File: src/hw/rtl/nec_ir_sampled_frame_decoder_core_defines.svh
// assertion macros for the nec ir sampled frame decoder
`ifndef NEC_IR_SAMPLED_FRAME_DECODER_CORE_DEFINES_SVH
`define NEC_IR_SAMPLED_FRAME_DECODER_CORE_DEFINES_SVH

// consequent checked in the same cycle as the antecedent
`define NIRD_ASSERT_SAME(lbl, ante, cons) \
    lbl: assert property (@(posedge i_clk) disable iff (!i_rst_n) (ante) |-> (cons)) \
        else $error("nird: same-cycle check failed");

// consequent checked in the cycle after the antecedent
`define NIRD_ASSERT_NEXT(lbl, ante, cons) \
    lbl: assert property (@(posedge i_clk) disable iff (!i_rst_n) (ante) |=> (cons)) \
        else $error("nird: next-cycle check failed");

`endif

File: src/hw/rtl/nird_pkg.sv
// constants shared by the nec ir sampled frame decoder
package nird_pkg;

    localparam int unsigned STORE_BITS = 256;
    localparam int unsigned AW         = $clog2(STORE_BITS);
    localparam int unsigned POS_W      = AW + 1;
    localparam int unsigned CW         = $clog2(STORE_BITS + 1);

    localparam int unsigned DATA_BITS  = 32;

    localparam logic [7:0]  TIMEOUT_RESET    = 8'd155;
    localparam logic [7:0]  TICK_LIMIT       = 8'hff;
    localparam int unsigned LEADER_MIN_TICKS = 18;
    localparam int unsigned STOP_MIN_SAMPLES = 20;
    localparam logic [15:0] STOP_PATTERN     = 16'h8000;
    localparam int unsigned LEAD_HIGH_MIN    = 14;
    localparam int unsigned LEAD_SCAN_LAST   = 16;
    localparam int unsigned LEAD_LOW_A       = 16;
    localparam int unsigned LEAD_LOW_B       = 17;
    localparam int unsigned SYNC_LAST        = 4;
    localparam int unsigned SYNC_SPAN        = 8;
    localparam int unsigned SKIP_LAST        = 7;
    localparam int unsigned TRIPLET_LAST     = 2;

    localparam logic [2:0]  PAT_ONE  = 3'b100;
    localparam logic [2:0]  PAT_ZERO = 3'b101;
    localparam logic [4:0]  SYNC_REPEAT = 5'b00001;
    localparam logic [4:0]  SYNC_FRAME  = 5'b00000;

    localparam logic [1:0]  KIND_FRAME  = 2'd0;
    localparam logic [1:0]  KIND_REPEAT = 2'd1;
    localparam logic [1:0]  KIND_ERROR  = 2'd2;

    localparam logic        REG_STRICT  = 1'b0;
    localparam logic        REG_TIMEOUT = 1'b1;

endpackage

File: src/hw/rtl/nec_ir_sampled_frame_decoder_core.sv
// nec ir frame decoder: tick capture into a bit store and a sample-serial decode
//
//  channel   direction  handshake                    payload
//  tick      in         start high, busy low         i_ir_present
//  result    out        o_strobe, one cycle          o_frame_kind, o_address_word,
//                                                    o_command_byte, o_command_inverse
//  config    in         i_cfg_we                     i_cfg_index, i_cfg_data
//
// an ordinary tick is taken while busy stays low
// the first tick after the stop pattern is complete starts a decode (after an overflow it
// ends with an error result instead); the decode walks the sample memory one bit at a time
// through its single registered read port
// synchronous active-low reset; no clearing pass, reads at or above the fill count give zero
// the result strobe cannot be held off and is high for exactly one cycle
module nec_ir_sampled_frame_decoder_core
    import nird_pkg::*;
(
    input  logic        i_clk,
    input  logic        i_rst_n,
    input  logic        start,
    output logic        busy,
    input  logic        i_ir_present,
    output logic        o_strobe,
    output logic [1:0]  o_frame_kind,
    output logic [15:0] o_address_word,
    output logic [7:0]  o_command_byte,
    output logic [7:0]  o_command_inverse,
    input  logic        i_cfg_we,
    input  logic        i_cfg_index,
    input  logic [7:0]  i_cfg_data
);

`include "nec_ir_sampled_frame_decoder_core_defines.svh"

    localparam logic [2:0] S_IDLE  = 3'd0;
    localparam logic [2:0] S_CAP   = 3'd1;
    localparam logic [2:0] S_LEAD  = 3'd2;
    localparam logic [2:0] S_LDEND = 3'd3;
    localparam logic [2:0] S_SYNC  = 3'd4;
    localparam logic [2:0] S_SKIP  = 3'd5;
    localparam logic [2:0] S_BITS  = 3'd6;

    logic [2:0]       r_state, n_state;
    logic             r_strict;
    logic [7:0]       r_timeout;
    logic [CW-1:0]    r_cnt, n_cnt;
    logic [7:0]       r_tick, n_tick;
    logic             r_ovf, n_ovf;
    logic             r_lead_bad, n_lead_bad;
    logic [15:0]      r_last16, n_last16;

    logic [POS_W-1:0] r_pos, n_pos;
    logic [POS_W-1:0] r_addr, n_addr;
    logic             r_wait, n_wait;
    logic [2:0]       r_j, n_j;
    logic [4:0]       r_bit, n_bit;
    logic [2:0]       r_pat, n_pat;
    logic [4:0]       r_low, n_low;
    logic [31:0]      r_data, n_data;

    logic             r_mem [STORE_BITS];
    logic             r_rd_bit;
    logic             r_rd_ok;
    logic             r_rd_oob;

    logic             fin;
    logic [1:0]       fin_kind;
    logic             mem_we;
    logic [AW-1:0]    mem_wa;

    logic             capturing;
    logic             tick_acc;
    logic             stop_hit;
    logic             timeout_hit;
    logic             lead_fail;
    logic             smp;

    assign capturing   = (r_state == S_CAP);
    assign busy        = (r_state != S_IDLE) && (r_state != S_CAP);
    assign tick_acc    = start && !busy && (capturing || i_ir_present);
    assign stop_hit    = (r_cnt >= CW'(STOP_MIN_SAMPLES)) && (r_last16 == STOP_PATTERN);
    assign timeout_hit = (r_tick > r_timeout) || (r_tick == TICK_LIMIT);
    assign lead_fail   = (r_tick >= 8'(LEADER_MIN_TICKS)) && r_lead_bad;
    // samples at or above the fill count read as a cleared store
    assign smp         = r_rd_bit && r_rd_ok;

    always_comb begin
        logic [CW-1:0]    cnt_base;
        logic [7:0]       tick_base;
        logic             ir;
        logic [2:0]       np;
        logic             bitv;
        logic [31:0]      nd;
        logic [POS_W-1:0] npos;

        cnt_base   = capturing ? r_cnt : '0;
        tick_base  = capturing ? r_tick : '0;
        ir         = i_ir_present;
        np         = {r_pat[1:0], smp};
        bitv       = (np == PAT_ONE);
        nd         = {bitv, r_data[31:1]};
        npos       = bitv ? r_pos + POS_W'(4) : r_pos + POS_W'(2);

        n_state    = r_state;
        n_cnt      = r_cnt;
        n_tick     = r_tick;
        n_ovf      = r_ovf;
        n_lead_bad = r_lead_bad;
        n_last16   = r_last16;
        n_pos      = r_pos;
        n_addr     = r_addr;
        n_wait     = 1'b0;
        n_j        = r_j;
        n_bit      = r_bit;
        n_pat      = r_pat;
        n_low      = r_low;
        n_data     = r_data;
        fin        = 1'b0;
        fin_kind   = KIND_ERROR;
        mem_we     = 1'b0;
        mem_wa     = cnt_base[AW-1:0];

        unique case (r_state)
            S_IDLE, S_CAP: begin
                if (tick_acc) begin
                    if (capturing && stop_hit) begin
                        if (r_ovf) begin
                            fin = 1'b1;
                        end else begin
                            n_state = S_LEAD;
                            n_pos   = '0;
                            n_addr  = '0;
                            n_wait  = 1'b1;
                        end
                    end else if (capturing && (timeout_hit || lead_fail)) begin
                        n_state = S_IDLE;
                    end else begin
                        // a fresh capture starts from empty counters
                        n_state    = S_CAP;
                        n_tick     = tick_base + 8'd1;
                        n_ovf      = capturing ? r_ovf : 1'b0;
                        n_cnt      = cnt_base;
                        n_last16   = capturing ? r_last16 : '0;
                        n_lead_bad = capturing ? r_lead_bad : 1'b0;
                        if (cnt_base >= CW'(STORE_BITS)) begin
                            n_ovf = 1'b1;
                        end else begin
                            mem_we   = 1'b1;
                            n_cnt    = cnt_base + CW'(1);
                            n_last16 = {n_last16[14:0], ir};
                            if ((cnt_base < CW'(LEAD_HIGH_MIN)) && !ir) begin
                                n_lead_bad = 1'b1;
                            end
                            if (((cnt_base == CW'(LEAD_LOW_A)) ||
                                 (cnt_base == CW'(LEAD_LOW_B))) && ir) begin
                                n_lead_bad = 1'b1;
                            end
                        end
                    end
                end
            end
            S_LEAD: begin
                if (!r_wait) begin
                    if (smp && (r_pos != POS_W'(LEAD_SCAN_LAST))) begin
                        n_pos  = r_pos + POS_W'(1);
                        n_addr = r_pos + POS_W'(1);
                        n_wait = 1'b1;
                    end else begin
                        if (smp) begin
                            n_pos = r_pos + POS_W'(1);
                        end
                        n_state = S_LDEND;
                    end
                end
            end
            S_LDEND: begin
                if (r_strict) begin
                    if ((r_pos < POS_W'(LEAD_HIGH_MIN)) || (r_pos > POS_W'(LEAD_SCAN_LAST))) begin
                        fin = 1'b1;
                    end else begin
                        n_state = S_SYNC;
                        n_addr  = r_pos;
                        n_wait  = 1'b1;
                        n_j     = '0;
                        n_low   = '0;
                    end
                end else begin
                    n_state = S_SKIP;
                    n_addr  = r_pos;
                    n_wait  = 1'b1;
                    n_j     = '0;
                end
            end
            S_SYNC: begin
                if (!r_wait) begin
                    n_low = {r_low[3:0], smp};
                    if (r_rd_oob) begin
                        fin = 1'b1;
                    end else if (r_j != 3'(SYNC_LAST)) begin
                        n_j    = r_j + 3'd1;
                        n_addr = r_addr + POS_W'(1);
                        n_wait = 1'b1;
                    end else if (n_low == SYNC_REPEAT) begin
                        fin      = 1'b1;
                        fin_kind = KIND_REPEAT;
                    end else if (n_low == SYNC_FRAME) begin
                        n_state = S_BITS;
                        n_pos   = r_pos + POS_W'(SYNC_SPAN);
                        n_addr  = r_pos + POS_W'(SYNC_SPAN);
                        n_wait  = 1'b1;
                        n_j     = '0;
                        n_bit   = '0;
                    end else begin
                        fin = 1'b1;
                    end
                end
            end
            S_SKIP: begin
                if (!r_wait) begin
                    if (r_rd_oob) begin
                        fin = 1'b1;
                    end else if (smp) begin
                        n_state = S_BITS;
                        n_addr  = r_pos;
                        n_wait  = 1'b1;
                        n_j     = '0;
                        n_bit   = '0;
                    end else begin
                        n_pos  = r_pos + POS_W'(1);
                        n_addr = r_pos + POS_W'(1);
                        n_wait = 1'b1;
                        if (r_j == 3'(SKIP_LAST)) begin
                            n_state = S_BITS;
                            n_j     = '0;
                            n_bit   = '0;
                        end else begin
                            n_j = r_j + 3'd1;
                        end
                    end
                end
            end
            S_BITS: begin
                if (!r_wait) begin
                    n_pat = np;
                    if (r_rd_oob) begin
                        fin = 1'b1;
                    end else if (r_j != 3'(TRIPLET_LAST)) begin
                        n_j    = r_j + 3'd1;
                        n_addr = r_addr + POS_W'(1);
                        n_wait = 1'b1;
                    end else if ((np == PAT_ONE) || (np == PAT_ZERO)) begin
                        n_data = nd;
                        n_pos  = npos;
                        if (r_bit == 5'(DATA_BITS - 1)) begin
                            fin      = 1'b1;
                            // command byte and its inverse must complement
                            fin_kind = ((nd[23:16] ^ nd[31:24]) == 8'hff) ? KIND_FRAME
                                                                         : KIND_ERROR;
                        end else begin
                            n_bit  = r_bit + 5'd1;
                            n_j    = '0;
                            n_addr = npos;
                            n_wait = 1'b1;
                        end
                    end else begin
                        fin = 1'b1;
                    end
                end
            end
            default: begin
                n_state = S_IDLE;
            end
        endcase

        if (fin) begin
            n_state = S_IDLE;
        end
    end

    always_ff @(posedge i_clk) begin
        if (!i_rst_n) begin
            r_state    <= S_IDLE;
            r_strict   <= 1'b1;
            r_timeout  <= TIMEOUT_RESET;
            r_cnt      <= '0;
            r_tick     <= '0;
            r_ovf      <= 1'b0;
            r_lead_bad <= 1'b0;
            r_last16   <= '0;
            o_strobe   <= 1'b0;
        end else begin
            r_state    <= n_state;
            r_cnt      <= n_cnt;
            r_tick     <= n_tick;
            r_ovf      <= n_ovf;
            r_lead_bad <= n_lead_bad;
            r_last16   <= n_last16;
            o_strobe   <= fin;
            if (i_cfg_we) begin
                unique case (i_cfg_index)
                    REG_STRICT:  r_strict  <= i_cfg_data[0];
                    REG_TIMEOUT: r_timeout <= i_cfg_data;
                    default:     r_strict  <= r_strict;
                endcase
            end
        end
    end

    // decode walk and result payload
    always_ff @(posedge i_clk) begin
        r_pos  <= n_pos;
        r_addr <= n_addr;
        r_wait <= n_wait;
        r_j    <= n_j;
        r_bit  <= n_bit;
        r_pat  <= n_pat;
        r_low  <= n_low;
        r_data <= n_data;
        if (fin) begin
            o_frame_kind <= fin_kind;
            if (fin_kind == KIND_FRAME) begin
                o_address_word    <= n_data[15:0];
                o_command_byte    <= n_data[23:16];
                o_command_inverse <= n_data[31:24];
            end else begin
                o_address_word    <= '0;
                o_command_byte    <= '0;
                o_command_inverse <= '0;
            end
        end
    end

    // sample store, one write and one registered read a cycle
    always_ff @(posedge i_clk) begin
        if (mem_we) begin
            r_mem[mem_wa] <= i_ir_present;
        end
        r_rd_bit <= r_mem[r_addr[AW-1:0]];
        r_rd_ok  <= (r_addr < POS_W'(r_cnt));
        r_rd_oob <= (r_addr >= POS_W'(STORE_BITS));
    end

    `NIRD_ASSERT_SAME(a_zero_fields, o_strobe && (o_frame_kind != KIND_FRAME), (o_address_word == 16'h0) && (o_command_byte == 8'h0) && (o_command_inverse == 8'h0))
    `NIRD_ASSERT_SAME(a_frame_complement, o_strobe && (o_frame_kind == KIND_FRAME), (o_command_byte ^ o_command_inverse) == 8'hff)
    `NIRD_ASSERT_NEXT(a_single_result, o_strobe, !o_strobe)
    `NIRD_ASSERT_SAME(a_idle_after_result, o_strobe, !busy)

endmodule
File: config.mk
export PLATFORM = sky130hd
export DESIGN_NAME = nec_ir_sampled_frame_decoder_core
export DESIGN_NICKNAME = d
export VERILOG_FILES = /design/src/hw/rtl/nird_pkg.sv /design/src/hw/rtl/nec_ir_sampled_frame_decoder_core.sv
export VERILOG_INCLUDE_DIRS = /design/src /design/src/hw/rtl
export SDC_FILE = /design/constraint.sdc
export NUM_CORES = 1
export LEC_CHECK = 0
export ABC_AREA = 1
export BUFFER_PORTS_ARGS = -buffer_cell sky130_fd_sc_hd__buf_2
export CAP_MARGIN = 15
export CORE_AREA = 10 10 248 250
export DETAILED_ROUTE_END_ITERATION = 8
export DIE_AREA = 0 0 258 260
export GPL_TIMING_DRIVEN = 1
export PLACE_DENSITY_LB_ADDON = 0.15
export SLEW_MARGIN = 30
export SYNTH_ARGS = -nofsm -noshare
export SYNTH_HDL_FRONTEND = slang
export SYNTH_SLANG_ARGS = --single-unit
File: constraint.sdc
create_clock -name i_clk -period 5.98 [get_ports i_clk]
set_clock_uncertainty 0.15 [all_clocks]
set_input_delay 1.196 -clock i_clk [delete_from_list [all_inputs] [get_ports i_clk]]
set_output_delay 1.196 -clock i_clk [all_outputs]
set_load 0.01 [all_outputs]
=== Word level (Yosys, flattened, before mapping) ===
Memories as Yosys holds them, arrays and structs flattened. A register that Yosys moved wholly into a read port is not among the register bits.
Cells that the tools add are included.

* Logic and storage cells: 301
* Bits in writable memories: 256
* Output and inout bits: 36
* Memories kept: 1
* Register bits: 149
* Input port bits: 14

* Add/sub/neg operators: 9
* Magnitude comparators: 9
* Reduce and logical (&&, ||, !) cells: 42
* Multiplexer cells: 159
* Bitwise logic cells: 7
* Eq/ne operators: 50

{| class="wikitable"
|+ Memory list
! name !! words !! bits a word !! rd ports !! clocked after Yosys merged registers in !! wr ports !! line !! RTL
|-
| r_mem || 256 || 1 || 1 || 1 || 1 || nec_ir_sampled_frame_decoder_core.sv:61 || <nowiki>logic r_mem [STORE_BITS];</nowiki>
|}

{| class="wikitable"
|+ Operators with widths
! cell !! count
|-
| two-way mux 9 bit || 33
|-
| two-way mux 32 bit || 5
|-
| two-way mux 3 bit || 32
|-
| two-way mux 5 bit || 14
|-
| one-hot mux 9 bit (6 select lines) || 1
|-
| two-way mux 1 bit || 50
|-
| one-hot mux 9 bit (5 select lines) || 1
|-
| != test 2 bit, second input constant || 21
|-
| AND reduction 17 bit || 2
|-
| two-way mux 16 bit || 2
|-
| AND reduction 14 bit || 2
|-
| adder 9 x 1 -> 9 bit, second input constant || 3
|-
| != test 3 bit, second input constant || 9
|-
| two-way mux 2 bit || 10
|-
| == test 3 bit, second input constant || 6
|-
| == test 9 x 5 -> 1 bit, second input constant || 2
|-
| greater-or-equal comparator 9 bit, second input constant || 2
|-
| less-than comparator 9 x 4 -> 1 bit, second input constant || 2
|-
| one-hot mux 3 bit (6 select lines) || 1
|-
| == test 16 bit, second input constant || 1
|-
| == test 8 bit, second input constant || 2
|-
| one-hot mux 5 bit (3 select lines) || 1
|-
| two-way mux 4 bit || 3
|-
| one-hot mux 3 bit (4 select lines) || 1
|-
| other kinds (42) || 70
|}

=== Depth between registers and ports, before layout ===
Gate-level depths: netlist of the first run.

* Word-level depth: 12
* Gate-level depth with buffers: 17
* Gate-level depth less buffers: 16

=== Worst setup path after synthesis of the first run ===
OpenSTA, ideal clock, no wires.

* Path kind: input port to flip-flop
* Start point: in i_ir_present
* End point: reg r_state[0]
* Path buffers: 0
* Library setup time: 0.120 ns
* Data arrival time: 4.435 ns
* Required time: 5.710 ns
* Stages on the path: 7
* Path slack: 1.275 ns
* Path through: inv_1 > a21boi_2 > nand2_2 > o21ai_0 > inv_1 > nand2_1 > a21oi_1

* Cells in the longest elaborated chain, start to end: 5
* Elaborated cells on any way between the ends: 7
* Those cells by class: 1 x eq/ne; 2 x mux; 4 x reduce/logical

{| class="wikitable"
|+ Ends and longest elaborated chain
! element !! line !! RTL
|-
| from (decl) || nec_ir_sampled_frame_decoder_core.sv:22 || <nowiki>input logic i_ir_present,</nowiki>
|-
| logical OR 1 bit || nec_ir_sampled_frame_decoder_core.sv:80 || <nowiki>assign tick_acc = start && !busy && (capturing || i_ir_present);</nowiki>
|-
| logical AND 1 bit || nec_ir_sampled_frame_decoder_core.sv:80 ||
|-
| two-way mux 1 bit || nec_ir_sampled_frame_decoder_core.sv:125 || <nowiki>if (tick_acc) begin</nowiki>
|-
| one-hot mux 1 bit (5 select lines) || nec_ir_sampled_frame_decoder_core.sv:123 || <nowiki>unique case (r_state)</nowiki>
|-
| via fin || nec_ir_sampled_frame_decoder_core.sv:66 || <nowiki>logic fin;</nowiki>
|-
| OR reduction 2 bit (no source line) || - ||
|-
| to (signal assigned) || nec_ir_sampled_frame_decoder_core.sv:292 || <nowiki>r_state <= n_state;</nowiki>
|-
| to (decl) || nec_ir_sampled_frame_decoder_core.sv:43 || <nowiki>logic [2:0] r_state, n_state;</nowiki>
|}

The timed path passes the listed nets, and every way through them passes these cells.
A chain may end at the register's enable or synchronous reset.

=== Worst setup path in the final report of the first run ===
* Start point: in i_ir_present
* End point: mem r_mem[120] (enable)

* Cells in the longest elaborated chain, start to end: 6

{| class="wikitable"
|+ Ends and longest elaborated chain
! element !! line !! RTL
|-
| logical OR 1 bit || nec_ir_sampled_frame_decoder_core.sv:80 ||
|-
| logical AND 1 bit || nec_ir_sampled_frame_decoder_core.sv:80 ||
|-
| two-way mux 1 bit || nec_ir_sampled_frame_decoder_core.sv:125 ||
|-
| two-way mux 1 bit || nec_ir_sampled_frame_decoder_core.sv:123 ||
|-
| two-way mux 1 bit || nec_ir_sampled_frame_decoder_core.sv:335 || <nowiki>if (mem_we) begin</nowiki>
|-
| two-way mux 1 bit (not written as such) || nec_ir_sampled_frame_decoder_core.sv:336 || <nowiki>r_mem[mem_wa] <= i_ir_present;</nowiki>
|-
| to (decl) || nec_ir_sampled_frame_decoder_core.sv:61 ||
|}

Every way passes these cells.

==> results.toml, run 1 <==
[power]
pwr-share-comb_pct = 2.3
p_switching_mw = 1.33
pwr-share-clk_pct = 47.9
switching_share_pct = 21.6
ir_drop_v = 0.000216
p_total_mw = 6.14
total_leakage_power_nw = 8.83
power_frac_seq_pct = 49.8
power-per-cell-area_mw_per_mm2 = 271
p_int_mw = 4.82

[timing]
finalCritPeriodShare_pct = 66.6
rsz0062_at_grt = "false"
worst_pin_slew_ns = 1.01
setup_ws_ns = 2.00
max_slew_margin_pct = 32.5
fin_tns_setup_ns = 0
finalSetupViolCount = 0
hold_viol = 0
clock.fmax_ghz = 0.251
fin_crit_ns = 3.98
drv_slew = 0

[yosys]
syn_nets = 2388
yosysTopAreaCell = "edfxtp_1"
synthDistinctLibCells = 47
syn_avg_cell_area_um2 = 8.63
synth-edff-count = 322
synth_top_area_share_pct = 47.9
synth-main-ff-cell = "edfxtp_1"
synth_area_mm2 = 0.0202
ys_ff_latch = 406
ys_seq_area_share_pct = 56.3
synth_compound_area_share_pct = 6.90
yosysMostFrequentCell = "nor2_1"
synthAdderAreaFrac_pct = 2.23
synth_cells = 2338
synth_warnings = 0
synth-async-reset-ratio_pct = 0
synthSimpleGateAreaFrac_pct = 25.3
synth_top_family_by_area = "simple AND/OR/NAND/NOR gates"
synthTopCellsByCount = "nor2_1 (468), nand2_1 (428), edfxtp_1 (322)"
synth.area.top_cells = "edfxtp_1 (48%), nor2_1 (8.7%), dfxtp_1 (8.3%), nand2_1 (8.0%), nand3_1 (5.3%)"
synth_xor_area_share_pct = 1.35
muxShareOfSynthArea_pct = 0

[routing]
dr.pass1.iters = 8
viasPerCell = 5.02
routed_wl_um = 55700
post-route-drc-count = 0
wl_per_cell_um = 17.8
vias = 15700
drtIter0Drc = 1164
antenna_left = 0

[floorplanning]
fp-row-count = 87
dieArea_mm2 = 0.0671
core_mm2 = 0.0563
start_util_pct = 35.9
die_y_um = 260
top_level_ports = 50
fp.dieW_um = 258

[cells_and_area]
num-fill-cells = 5677
drive_gt1_share_pct = 7.72
finish.net_count = 2383
diodes = 0
final_cell_area_mm2 = 0.0226
layout.cells.non_filler = 3128
areaGrowthSynthToFinish_pct = 12.2

[flow_run]
drv_cap = 0

[global_routing]
grt_pass1_vias = 15100
grt-ovfl-total = 0
grt.total_usage_pct = 16.3
grt_pass1_wl_um = 87300
grt_max_degree = 93
antenna_found_initial = 0

[placement]
dpl.cell_count = 3039
post-dp-hpwl_um = 34500
place_worst_setup_slack_ns = 1.36
io_buffers = 49
place_area_mm2 = 0.0210
gp_congestion = 0.862

[clock_network]
clockBufferDepth = 3
root_buffer = "clkbuf_16"
holdBufCountCts = 0
clk_pin_slew_ns = 0.06
clock_latency_ns = 0.60
cts_sinks = 406
ctsResizeCount = 0
cts_tree = "built"
numCtsBuffers = 48
cts_htree_levels = 2
postCtsSetupRepairBufs = 0

[setup_path]
cp-end-kind = "register"
cp.required_ns = 6.10
cp_max_fo = 50
path_class = "in2reg"
setup.worst_path.start_class = "primary input"
crit_arrival_ns = 4.10
reg2reg_slack_ns = 2.06

[run_status]
status = "complete, no violations"

[worst_hold_path]
min_path_type = "reg2reg"
routing by layer:
| metal | part of all wire, % | wire, um | vias to the layer above | global-route usage [%] |
|---|---|---|---|---|
| li1 | - | - | 7688 | - |
| met4 | 2.3 | 1280 | 0 | 5.06 |
| met1 | 46 | 25500 | 7580 | 21.9 |
| met2 | 47 | 26400 | 336 | 26.9 |
| met3 | 4.4 | 2470 | 85 | 2.17 |
| met5 | 0 | 0 | - | 0 |
worst max-delay path, cell delays in order:
cell and delay (ns):
buf_6 0.28, inv_1 0.20, a21boi_2 0.19, nand2_2 0.15, nor2_2 0.23, nand3_4 0.36, inv_4 0.36, nand3_1 0.72
nor2_1 0.35
cell type report:
| class | count | area (um2) | area share [%] |
|---|---|---|---|
| inverter | 292 | 1100 | 4.87 |
| timing repair buffer | 68 | 407 | 1.80 |
| tap | 756 | 946 | 4.18 |
| clock inverter | 29 | 303 | 1.34 |
| sequential | 406 | 11400 | 50.1 |
| multi-input combinational | 1517 | 7250 | 32.0 |
| clock buffer | 60 | 1280 | 5.64 |
logic make-up after synthesis:
logic type | count (synthesis)
fa+ha+maj | 36
flops | 406
buf+inv | 415
simple gates | 1208
compound gates | 242
xor+xnor | 31
placed cells by master (no fill, tap or decap), types with 36 or more instances in the layout:
cell type  netlist  routed
o21ai_0        124     123
dfxtp_1         84      84
clkbuf_16        0      48
edfxtp_1       322     322
inv_1          283     282
nand2_1        428     427
ha_1            36      36
buf_2           21      48
o211ai_1        39      39
nor2_1         468     467
nand3_1        214     212
a21oi_1         50      50
flip-flops by register name, indices dropped and copies added (netlist names), 4 cells and up:
signal and cells:
r_pos 9, r_tick 8, r_addr 9, o_command_inverse 8
r_data 32, r_low 4, o_address_word 16, r_cnt 9
r_timeout 8, r_mem 256, o_command_byte 8, r_bit 5
r_last16 16
path summary, 6_finish.rpt:
check                     from  cells after the start    endpoint
setup / recovery  i_ir_present                      9  r_mem[120]
hold / removal        r_pat[0]                      0    r_pat[1]
setup reg to reg    r_state[2]                      8  r_mem[120]
hold reg to reg       r_pat[0]                      0    r_pat[1]
through the flow:
stage	util (%)	hold WS [ns]
4_1_cts	40.2	0.312
2_1_floorplan	-	0.276
5_1_grt	40.2	0.329
3_3_place_gp	37.4	0.287
3_5_place_dp	37.4	0.297
6_report	40.2	0.316
power by group through the flow:
stage	logic (mW)	clock network (mW)	registers (mW)
6_report	0.139	2.94	3.06
5_1_grt	0.160	3.15	3.06
4_1_cts	0.142	3.04	3.06
3_5_place_dp	0.141	0	3.12
3_3_place_gp	0.138	0	3.12
2_1_floorplan	0.0835	0	3.12
No activity file was read; power rests on OpenSTA's default activity.
==> inputs of run 2 (changes only) <==
--- a/config.mk
+++ b/config.mk
@@ -6,12 +6,12 @@
 export SDC_FILE = /design/constraint.sdc
 export NUM_CORES = 1
 export LEC_CHECK = 0
-export ABC_AREA = 1
+export ABC_AREA = 0
 export BUFFER_PORTS_ARGS = -buffer_cell sky130_fd_sc_hd__buf_2
 export CAP_MARGIN = 15
-export CORE_AREA = 10 10 248 250
+export CORE_AREA = 10 10 241 243
 export DETAILED_ROUTE_END_ITERATION = 8
-export DIE_AREA = 0 0 258 260
+export DIE_AREA = 0 0 251 253
 export GPL_TIMING_DRIVEN = 1
 export PLACE_DENSITY_LB_ADDON = 0.15
 export SLEW_MARGIN = 30
==> constraint.sdc (replaced) <==
create_clock -name i_clk -period 3.8 [get_ports i_clk]
set_clock_uncertainty 0.15 [all_clocks]
set_input_delay 0.76 -clock i_clk [delete_from_list [all_inputs] [get_ports i_clk]]
set_output_delay 0.76 -clock i_clk [all_outputs]
set_load 0.01 [all_outputs]
==> results.toml, run 2 <==
[global_routing]
grt_max_degree = 208
antenna_found_initial = 0
grt.total_usage_pct = 15.6
grt_pass1_wl_um = 77900
grt-ovfl-total = 0
grt_pass1_vias = 13000

[clock_network]
ctsResizeCount = 0
cts_htree_levels = 2
clk_pin_slew_ns = 0.06
clockBufferDepth = 3
postCtsSetupRepairBufs = 0
holdBufCountCts = 0
cts_sinks = 406
clock_latency_ns = 0.60
root_buffer = "clkbuf_16"
numCtsBuffers = 47
cts_tree = "built"

[floorplanning]
die_y_um = 253
start_util_pct = 35.7
dieArea_mm2 = 0.0635
fp.dieW_um = 251
top_level_ports = 50
fp-row-count = 85
core_mm2 = 0.0533

[timing]
finalCritPeriodShare_pct = 85.8
drv_slew = 0
hold_viol = 0
clock.fmax_ghz = 0.307
rsz0062_at_grt = "false"
finalSetupViolCount = 0
whs_ns = 0.240
worst_pin_slew_ns = 1.03
setup_ws_ns = 0.539
fin_crit_ns = 3.26
max_slew_margin_pct = 31.5
fin_tns_setup_ns = 0

[cells_and_area]
finish.net_count = 1717
fin_util_pct = 40.7
layout_common_cells = "edfxtp_1 (322), nor2_1 (262), nand2_1 (203), a21oi_1 (84), dfxtp_1 (84)"
areaGrowthSynthToFinish_pct = 14.2
num-fill-cells = 5082
layout.cells.non_filler = 2400
drive_gt1_share_pct = 16.4
regMostFlops = "r_mem"
largest_reg_flops = 256
layout_commonest_cell = "edfxtp_1"
reg.largest.list = "r_mem x256, r_data x32"
diodes = 0

[yosys]
syn_avg_cell_area_um2 = 11.7
synth_compound_area_share_pct = 9.52
synth-async-reset-ratio_pct = 0
yosysMostFrequentCell = "edfxtp_1"
synth_xor_area_share_pct = 1.34
synthDistinctLibCells = 84
synth-edff-count = 322
synth_top_family_by_area = "simple AND/OR/NAND/NOR gates"
synth_warnings = 0
synth_top_area_share_pct = 50.9
synthTopCellsByCount = "edfxtp_1 (322), nor2_1 (262), nand2_1 (203)"
synth-main-ff-cell = "edfxtp_1"
synth.area.top_cells = "edfxtp_1 (51%), dfxtp_1 (8.9%), mux4_2 (7.7%), nor2_1 (5.2%), nand2_1 (4.0%)"
syn_nets = 1675
synthAdderAreaFrac_pct = 2.37
muxShareOfSynthArea_pct = 8.13
yosysTopAreaCell = "edfxtp_1"
ys_seq_area_share_pct = 59.7
ys_ff_latch = 406
synth_area_mm2 = 0.0190
synthSimpleGateAreaFrac_pct = 15.6
synth_cells = 1625

[setup_path]
cp.required_ns = 3.92
path_class = "reg2reg"
crit_arrival_ns = 3.38
critPathMaxStageDelay_ns = 0.72
worstPathCellList = "nor3b_2 -> nand2_1 -> nor2_1 -> nand2_1 -> nor3_1"
cp_slowest_cell = "nor3b_2"
setup.worst_path.start_class = "register"
cp-end-kind = "register"
reg2regPathDepth = 5
cp_max_fo = 17
cp_common_cell = "nand2_1"

[power]
power_frac_seq_pct = 51.0
pwr-share-clk_pct = 46.4
power-per-cell-area_mw_per_mm2 = 433
ir_drop_v = 0.000354
total_leakage_power_nw = 7.13
p_switching_mw = 2.07
switching_share_pct = 22.0
pwr-share-comb_pct = 2.5
p_int_mw = 7.34

[routing]
viasPerCell = 5.39
post-route-drc-count = 0
antenna_left = 0
vias = 12900
wl_per_cell_um = 20.9
routed_wl_um = 50100
drtIter0Drc = 1072
dr.pass1.iters = 5

[run_status]
status = "complete, no violations"

[worst_hold_path]
min_path_type = "in2reg"
min_path_cells = 3

[placement]
dpl.cell_count = 2314
post-dp-hpwl_um = 30600
gp_congestion = 0.876
io_buffers = 49
place_worst_setup_slack_ns = 0.493

[flow_run]
drv_cap = 0
[run 2: cell count changes after synthesis, sizes merged, moves of 16 or more]
cell / delta
mux4: +65
nor3: +50
nand3: -182
o21ai: -78
a22oi: +32
nor2: -207
clkbuf: -16
inv: -256
o211ai: -22
a21oi: +35
or2: -16
nand2: -228
xor2: -17
[run 2: metrics by stage]
| stage | instance area [um2] | power, mW |
|---|---|---|
| global route | 21700 | 9.72 |
| global placement | 20200 | 5.13 |
| floorplan | 19000 | 5.01 |
| CTS | 21700 | 9.53 |
| detailed placement | 20200 | 5.13 |
| finish | 21700 | 9.40 |
[run 2: final timing paths]
kind	startpoint	endpoint	slack, ns
setup / recovery	r_state[2]	r_mem[100]	0.54
hold / removal	i_cfg_data[3]	r_timeout[3]	0.24
setup reg to reg	r_state[2]	r_mem[100]	0.54
hold reg to reg	r_addr[8]	r_rd_oob	0.29
[run 2: layout make-up]
type	instances	area, um2	area share (%)
clock inverter	29	240	1.11
clock buffer	57	1240	5.73
inverter	30	113	0.519
sequential	406	11400	52.3
timing repair buffer	109	802	3.70
tap	696	871	4.01
multi-input combinational	1073	7080	32.6
[run 2: critical path: cells and delay by family (launching register included)]
family	cells	cell delay (ns)
flops	1	0.49
simple gates	5	2.28
[run 2: power by group through the flow]
| stage | sequential (mW) | clock, mW | combinational [mW] |
|---|---|---|---|
| 2_1_floorplan | 4.89 | 0 | 0.116 |
| 4_1_cts | 4.80 | 4.49 | 0.242 |
| 3_5_place_dp | 4.89 | 0 | 0.241 |
| 3_3_place_gp | 4.89 | 0 | 0.238 |
| 6_report | 4.80 | 4.36 | 0.240 |
| 5_1_grt | 4.80 | 4.66 | 0.262 |
[run 2: layer usage]
| layer | share of wire, % | up-vias | global-route usage, % |
|---|---|---|---|
| met4 | 2.3 | 0 | 4.87 |
| met5 | 0 | - | 0 |
| met2 | 47 | 327 | 25.6 |
| met3 | 5.6 | 68 | 2.72 |
| met1 | 45 | 6469 | 20.6 |
| li1 | - | 6083 | - |
[run 2: cells by family (layout without fill, tap and decap cells)]
group,after synthesis,after routing
buf+inv,146,225
compound gates,270,270
fa+ha+maj,36,36
simple gates,665,665
mux,73,73
xor+xnor,29,29
flops,406,406
